`config.mk`:
```
export PLATFORM = sky130hd
export DESIGN_NAME = npcs_front
export DESIGN_NICKNAME = d
export VERILOG_FILES = /design/src/hdl/npcs_pkg.sv /design/src/hdl/npcs_front.sv
export SDC_FILE = /design/constraint.sdc
export NUM_CORES = 1
export LEC_CHECK = 0
export BUFFER_PORTS_ARGS = -buffer_cell sky130_fd_sc_hd__buf_2
export CAP_MARGIN = 10
export CORE_MARGIN = 2
export CORE_UTILIZATION = 30
export DETAILED_ROUTE_END_ITERATION = 6
export RECOVER_POWER = 100
export REMOVE_ABC_BUFFERS = 1
export SLEW_MARGIN = 20
export SYNTH_ARGS = -nofsm -noshare
export SYNTH_HDL_FRONTEND = slang
export SYNTH_SLANG_ARGS = --single-unit
```
`constraint.sdc`:
```
create_clock -name clk -period 3 [get_ports clk]
set_clock_uncertainty 0.1 [all_clocks]
set_input_delay 0.6 -clock clk [delete_from_list [all_inputs] [get_ports clk]]
set_output_delay 0.6 -clock clk [all_outputs]
set_load 0.01 [all_outputs]
```
`src/hdl/npcs_pkg.sv`:
```
// npcs_pkg: types and constants shared by the nearest palette colour search
// depends on nothing; imported by the front end, the search engine, the top level and the checker
`default_nettype none

package npcs_pkg;

  // fixed field widths
  localparam int IDX_W   = 8;
  localparam int CH_W    = 8;
  localparam int RGB_W   = 3 * CH_W;
  localparam int C15_W   = 15;
  localparam int DIST_W  = 18;
  localparam int SQ_W    = 2 * CH_W;

  // operation codes of an input transaction
  localparam logic OP_WRITE = 1'b0;
  localparam logic OP_QUERY = 1'b1;

  // input transaction
  typedef struct packed {
    logic             op;
    logic [IDX_W-1:0] entry_index;
    logic [CH_W-1:0]  red;
    logic [CH_W-1:0]  green;
    logic [CH_W-1:0]  blue;
    logic [C15_W-1:0] color15;
  } in_item_t;

  // result transaction
  typedef struct packed {
    logic [IDX_W-1:0]  best_index;
    logic [DIST_W-1:0] best_distance;
  } out_item_t;

  // command handed from the front end to the search engine
  typedef enum logic {
    CMD_WRITE = 1'b0,
    CMD_QUERY = 1'b1
  } cmd_kind_t;

  // colour holds red in bits 7:0, green in 15:8, blue in 23:16
  typedef struct packed {
    cmd_kind_t        kind;
    logic [IDX_W-1:0] idx;
    logic [RGB_W-1:0] color;
  } cmd_t;

  // widen a 5-bit channel to c*8+4
  function automatic logic [CH_W-1:0] widen5(input logic [4:0] c);
    widen5 = {c, 3'b100};
  endfunction

endpackage

`default_nettype wire

```
`src/hdl/npcs_front.sv`:
```
// npcs_front: accepts input transactions, classifies them and queues commands
// depends on npcs_pkg
`default_nettype none

module npcs_front #(
  parameter int PALETTE_SIZE = 256
) (
  input  wire logic              clk,
  input  wire logic              rst,
  input  wire logic              push,
  output      logic              full,
  input  wire npcs_pkg::in_item_t request,
  output      logic              cmd_valid,
  input  wire logic              cmd_take,
  output      npcs_pkg::cmd_t    cmd
);
  import npcs_pkg::*;

  localparam int QDEPTH = 2;

  cmd_t       q_mem [QDEPTH];
  logic       wr_ptr;
  logic       rd_ptr;
  logic [1:0] count;
  logic [1:0] count_next;
  logic       in_range;
  logic       enq;
  logic       deq;
  cmd_t       cmd_in;

  // classify: writes beyond the palette are dropped here
  assign in_range = {1'b0, request.entry_index} < (IDX_W + 1)'(PALETTE_SIZE);

  always_comb begin
    cmd_in.idx = request.entry_index;
    if (request.op == OP_QUERY) begin
      cmd_in.kind  = CMD_QUERY;
      cmd_in.color = {widen5(request.color15[14:10]),
                      widen5(request.color15[9:5]),
                      widen5(request.color15[4:0])};
    end else begin
      cmd_in.kind  = CMD_WRITE;
      cmd_in.color = {request.blue, request.green, request.red};
    end
  end

  assign full      = (count == 2'(QDEPTH));
  assign cmd_valid = (count != 2'd0);
  assign cmd       = q_mem[rd_ptr];
  assign enq       = push && !full && ((request.op == OP_QUERY) || in_range);
  assign deq       = cmd_take && cmd_valid;

  // queue occupancy
  always_comb begin
    count_next = count;
    if (enq && !deq) begin
      count_next = count + 2'd1;
    end else if (deq && !enq) begin
      count_next = count - 2'd1;
    end
  end

  // queue pointers
  always_ff @(posedge clk) begin
    if (rst) begin
      wr_ptr <= 1'b0;
      rd_ptr <= 1'b0;
      count  <= 2'd0;
    end else begin
      count <= count_next;
      if (enq) begin
        wr_ptr <= ~wr_ptr;
      end
      if (deq) begin
        rd_ptr <= ~rd_ptr;
      end
    end
  end

  // queue storage
  always_ff @(posedge clk) begin
    if (enq) begin
      q_mem[wr_ptr] <= cmd_in;
    end
  end

endmodule

`default_nettype wire

```
==> impl_metrics.tcl, run 1 <==
set metrics [dict create \
    cts_tree "done" \
    ant_nets 0 \
    synthFlopType "edfxtp_1" \
    place.gp.congestion 0.671 \
    cts_root_buf "clkbuf_8" \
    p_sw_uw 743 \
    p_comb_share_pct 24.9 \
    synth_area_leaders "edfxtp_1, mux2_2, dfxtp_1" \
    hpwl_um 3180 \
    tns_ns 0 \
    io_pins 87 \
    cts.sinks 71 \
    finalCriticalPeriod_ns 2.64 \
    synth_edf_count 66 \
    num_vias 1596 \
    async_flop_share_pct 0 \
    power_frac_seq_pct 51.7 \
    layout-drive-gt1-share_pct 43.5 \
    crit_fanout 22 \
    synth-warning-count 0 \
    slew_violations 0 \
    cts_made_buffers 9 \
    floorplan.rows 35 \
    cts_resized 0 \
    antenna_cells 0 \
    antenna_found_initial 0 \
    finalHoldViolations 0 \
    seq_area_frac_synth_pct 73.4 \
    p_leak_uw 0.00126 \
    start_kind "register" \
    cp.arrival_ns 1.94 \
    cp-end-kind "output port" \
    ys_types 18 \
    finalWirelength_um 4980 \
    clk_path_buf_depth 2 \
    crit_type "reg -> out" \
    synth_top_cell_by_area "edfxtp_1" \
    vdd_drop_max_mv 0.393 \
    worst_pin_slew_ns 1.36 \
    sw_frac_of_total_pct 28.7 \
    hold_buffers 0 \
    syn_avg_cell_area_um2 18.3 \
    cts_post_setup_buffers_inserted 0 \
    final_nets 301 \
    cp.required_ns 2.30 \
    gr-total-overflow 0 \
    via_per_inst 4.38 \
    outcome "completed" \
    grtUsageTotal_pct 10.1 \
    grt_max_degree 34 \
    grt_pass1_wl_um 7620 \
    cts_htree_levels 3 \
    avgRoutedWirePerCell_um 13.7 \
    finalWorstSetupSlack_ns 0.363 \
    synth_most_common_cell "edfxtp_1" \
    final.period_utilization_pct 87.9 \
    dp_slack_ns 0.751 \
    ys_seq_elements 71 \
    synthToLayoutAreaGrowth_pct 23.2 \
    hp-class "in -> reg" \
    setup_viol 0 \
    drt_iter0_drc 26 \
    clk_latency_ns 0.33 \
    first_pass_iters 4 \
    synthCells 155 \
    fmax_ghz 0.379 \
    core_area_mm2 0.00920 \
    p_int_uw 1850 \
    cts.clk_slew.worst_paths_ns 0.07 \
    grt_pass1_vias 1553 \
    relSlewSlack_pct 9.24 \
    start_util_pct 30.8 \
    drv_cap 0 \
    rsz0062_at_grt "no" \
    io_buffers 86 \
    p_per_area_mw_per_mm2 741 \
    die_area_mm2 0.0102 \
    synth.top_cell.area_share_pct 69.9 \
    netlist_area_mm2 0.00284 \
    p_clk_share_pct 23.4 \
    drc_errors 0 \
    die_h_um 101 \
    synthTopCellsByCount "edfxtp_1, mux2_2, buf_2, dfxtp_1, nor2b_1" \
    die_w_um 101 \
]
registers in the layout (all words and copies together) (netlist names), named ones only:
name	cells
rd_ptr	1
q_mem	66
wr_ptr	1
count	2
layout make-up:
type,instances,area (µm²)
inverter,2,7.51
clock buffer,10,128
multi-input combinational,75,709
fill,916,5700
timing repair buffer,89,402
sequential,71,2080
clock inverter,6,27.5
tap,111,139
routing by layer:
metal	GRT usage (%)	vias up	part of all wire [%]
met5	0	-	0
met4	3.43	0	0.82
met3	4.62	4	6.2
met2	16.5	55	49
met1	11.9	769	44
li1	-	768	-
worst max-delay path, cell delays in order, from the launching register on:
cell and delay, ns:
dfxtp_2 0.68, clkbuf_2 0.41, mux2_2 0.38, clkbuf_1 0.13
worst paths after layout:
check,startpoint,end,slack [ns],cells past startpoint
max,register,cmd[24],0.36,3
min,request[39],q_mem[1][24],0.35,1
max reg2reg,count[0],q_mem[0][22],0.90,4
min reg2reg,wr_ptr,wr_ptr,0.40,2
metrics by stage:
step	power, µW	std cells	cell area [µm²]	hold slack, ns	util [%]
after floorplan	1770	148	2800	0.352	-
after global placement	2060	348	3390	0.368	36.9
after detailed placement	2070	348	3390	0.382	36.9
after CTS	2700	364	3550	0.326	38.6
after global routing	2760	364	3500	0.323	38.0
final	2590	364	3500	0.355	38.0
cells by family after synthesis:
family / after synthesis / synth area share [%]
flip-flops: 71 / 73.4
multiplexers: 48 / 19.1
AND/OR/NAND/NOR: 18 / 3.75
buffers and inverters: 9 / 1.54
AO/OA/AOI/OAI: 5 / 0.882
XOR/XNOR: 3 / 0.927
adder cells (fa/ha/maj): 1 / 0.441
layout by cell type, fill, tap and decap left out, types with 2 or more instances in the layout:
| cell | instances |
|---|---|
| clkinv_1 | 2 |
| edfxtp_1 | 66 |
| dfxtp_1 | 4 |
| mux2_2 | 37 |
| clkinv_2 | 4 |
| clkbuf_2 | 3 |
| nor2_1 | 4 |
| xor2_1 | 3 |
| or2_2 | 4 |
| a21oi_1 | 2 |
| buf_2 | 51 |
| or3_1 | 2 |
| clkbuf_1 | 36 |
| nor2b_1 | 6 |
| clkbuf_8 | 9 |
| inv_1 | 2 |
| o21ai_0 | 3 |
| mux2_1 | 11 |
power groups by stage:
stage | combinational (µW) | sequential [µW] | clock, µW
global placement | 701 | 1360 | 0
detailed placement | 707 | 1360 | 0
CTS | 711 | 1340 | 643
floorplan | 427 | 1350 | 0
global route | 715 | 1360 | 684
finish | 645 | 1340 | 607
Power figures use the tool's default switching activity.
==> inputs of run 2 (changes only) <==
Settings changed: MAX_ROUTING_LAYER from default to met4, TNS_END_PERCENT from default to 20.
==> run 2 against run 1 <==
Compared with the run above: critical path type unchanged; design area unchanged; count of clock-buffer cells in the layout unchanged; die area unchanged; cell count did not move; register-to-register slack about the same; wire length barely moved; combinational power is essentially flat; core utilization is the same; critical path depth unchanged; first-iteration DRC count down 3.8%.
==> impl_metrics.tcl, run 2 (synthesis results as in run 1) <==
set metrics [dict create \
    cts_root_buf "clkbuf_8" \
    cts_htree_levels 3 \
    finalWorstSetupSlack_ns 0.360 \
    antenna_cells 0 \
    slowest_delay_ns 0.69 \
    final.period_utilization_pct 88.0 \
    outcome "completed" \
    crit_family "flip-flops" \
    cts_post_setup_buffers_inserted 0 \
    hpwl_um 3180 \
    final_nets 301 \
    dp_slack_ns 0.751 \
    final_common_cell "edfxtp_1" \
    layout-drive-gt1-share_pct 43.5 \
    crit_type "reg -> out" \
    fillers 916 \
    finalPower_uw 2590 \
    finalWirelength_um 4980 \
    slew_violations 0 \
    layout_common_cells "edfxtp_1, buf_2, mux2_2" \
    io_buffers 86 \
    clk_latency_ns 0.33 \
    finalHoldViolations 0 \
    largest_reg_flops 66 \
    path_buf_inv 2 \
    start_kind "register" \
    clk_path_buf_depth 2 \
    top_register "q_mem" \
    worst_pin_slew_ns 1.36 \
    cp.arrival_ns 1.94 \
    cts.sinks 71 \
    p_leak_uw 0.00126 \
    setup_viol 0 \
    antenna_found_initial 0 \
    drc_errors 0 \
    cts_tree "done" \
    via_per_inst 4.39 \
    place.gp.congestion 0.677 \
    r2r_slack_ns 0.90 \
    grt_max_degree 34 \
    cp-end-kind "output port" \
    rsz0062_at_grt "no" \
    die_w_um 101 \
    path_cells "clkbuf_2 -> mux2_2 -> clkbuf_1" \
    first_pass_iters 4 \
    relSlewSlack_pct 9.25 \
    grt_pass1_vias 1553 \
    reg_top3 "q_mem (66), count (2)" \
    hp-class "in -> reg" \
    grt_pass1_wl_um 7620 \
    hold_buffers 0 \
    die_area_mm2 0.0102 \
    start_util_pct 30.8 \
    fmax_ghz 0.379 \
    slowest_stage "dfxtp_2" \
    p_per_area_mw_per_mm2 741 \
    crit_fanout 22 \
    num_vias 1597 \
    floorplan.rows 35 \
    vdd_drop_max_mv 0.394 \
    io_pins 87 \
    cts_resized 0 \
    synthToLayoutAreaGrowth_pct 23.2 \
    cts.clk_slew.worst_paths_ns 0.07 \
    core_area_mm2 0.00920 \
    gr-total-overflow 0 \
    cts_made_buffers 9 \
    die_h_um 101 \
    grtUsageTotal_pct 10.4 \
    tns_ns 0 \
    whs_ns 0.355 \
    drv_cap 0 \
    avgRoutedWirePerCell_um 13.7 \
    cp.required_ns 2.30 \
    drt_iter0_drc 25 \
    ant_nets 0 \
    finalCriticalPeriod_ns 2.64 \
]
[run 2: cell counts in the layout (fill, tap and decap cells not counted)]
Identical to the previous run, type by type.
[run 2: path summary, 6_finish.rpt]
| kind | cells past startpoint | start | endpoint |
|---|---|---|---|
| worst min-delay path | 1 | request[39] | q_mem[1][24] |
| worst min register to register | 2 | wr_ptr | wr_ptr |
| worst max-delay path | 3 | register | cmd[24] |
| worst max register to register | 4 | count[0] | q_mem[0][22] |
[run 2: cell type report]
type	count	area [µm²]	share of cell area [%]
clock buffer	10	128	3.65
clock inverter	6	27.5	0.787
inverter	2	7.51	0.215
multi-input combinational	75	709	20.3
sequential	71	2080	59.6
tap	111	139	3.97
timing repair buffer	89	402	11.5
[run 2: where the power goes]
part           internal (µW)  total [µW]  switching [µW]
clock                    288         607             318
sequential              1260        1340            80.2
combinational            300         645             345
[run 2: routing by layer]
metal  share of wire (%)  track usage [%]  vias to the layer above
met5                   0                -                        -
met3                 6.2             4.62                        6
li1                    -                -                      768
met4                 1.0             3.43                        0
met1                  44             11.9                      769
met2                  49             16.5                       54
[run 2: stage by stage]
step / area, µm² / util [%] / instances
finish: 3500 / 38.0 / 364
global route: 3500 / 38.0 / 364
CTS: 3550 / 38.6 / 364
detailed placement: 3390 / 36.9 / 348
floorplan: 2800 / - / 148
global placement: 3390 / 36.9 / 348
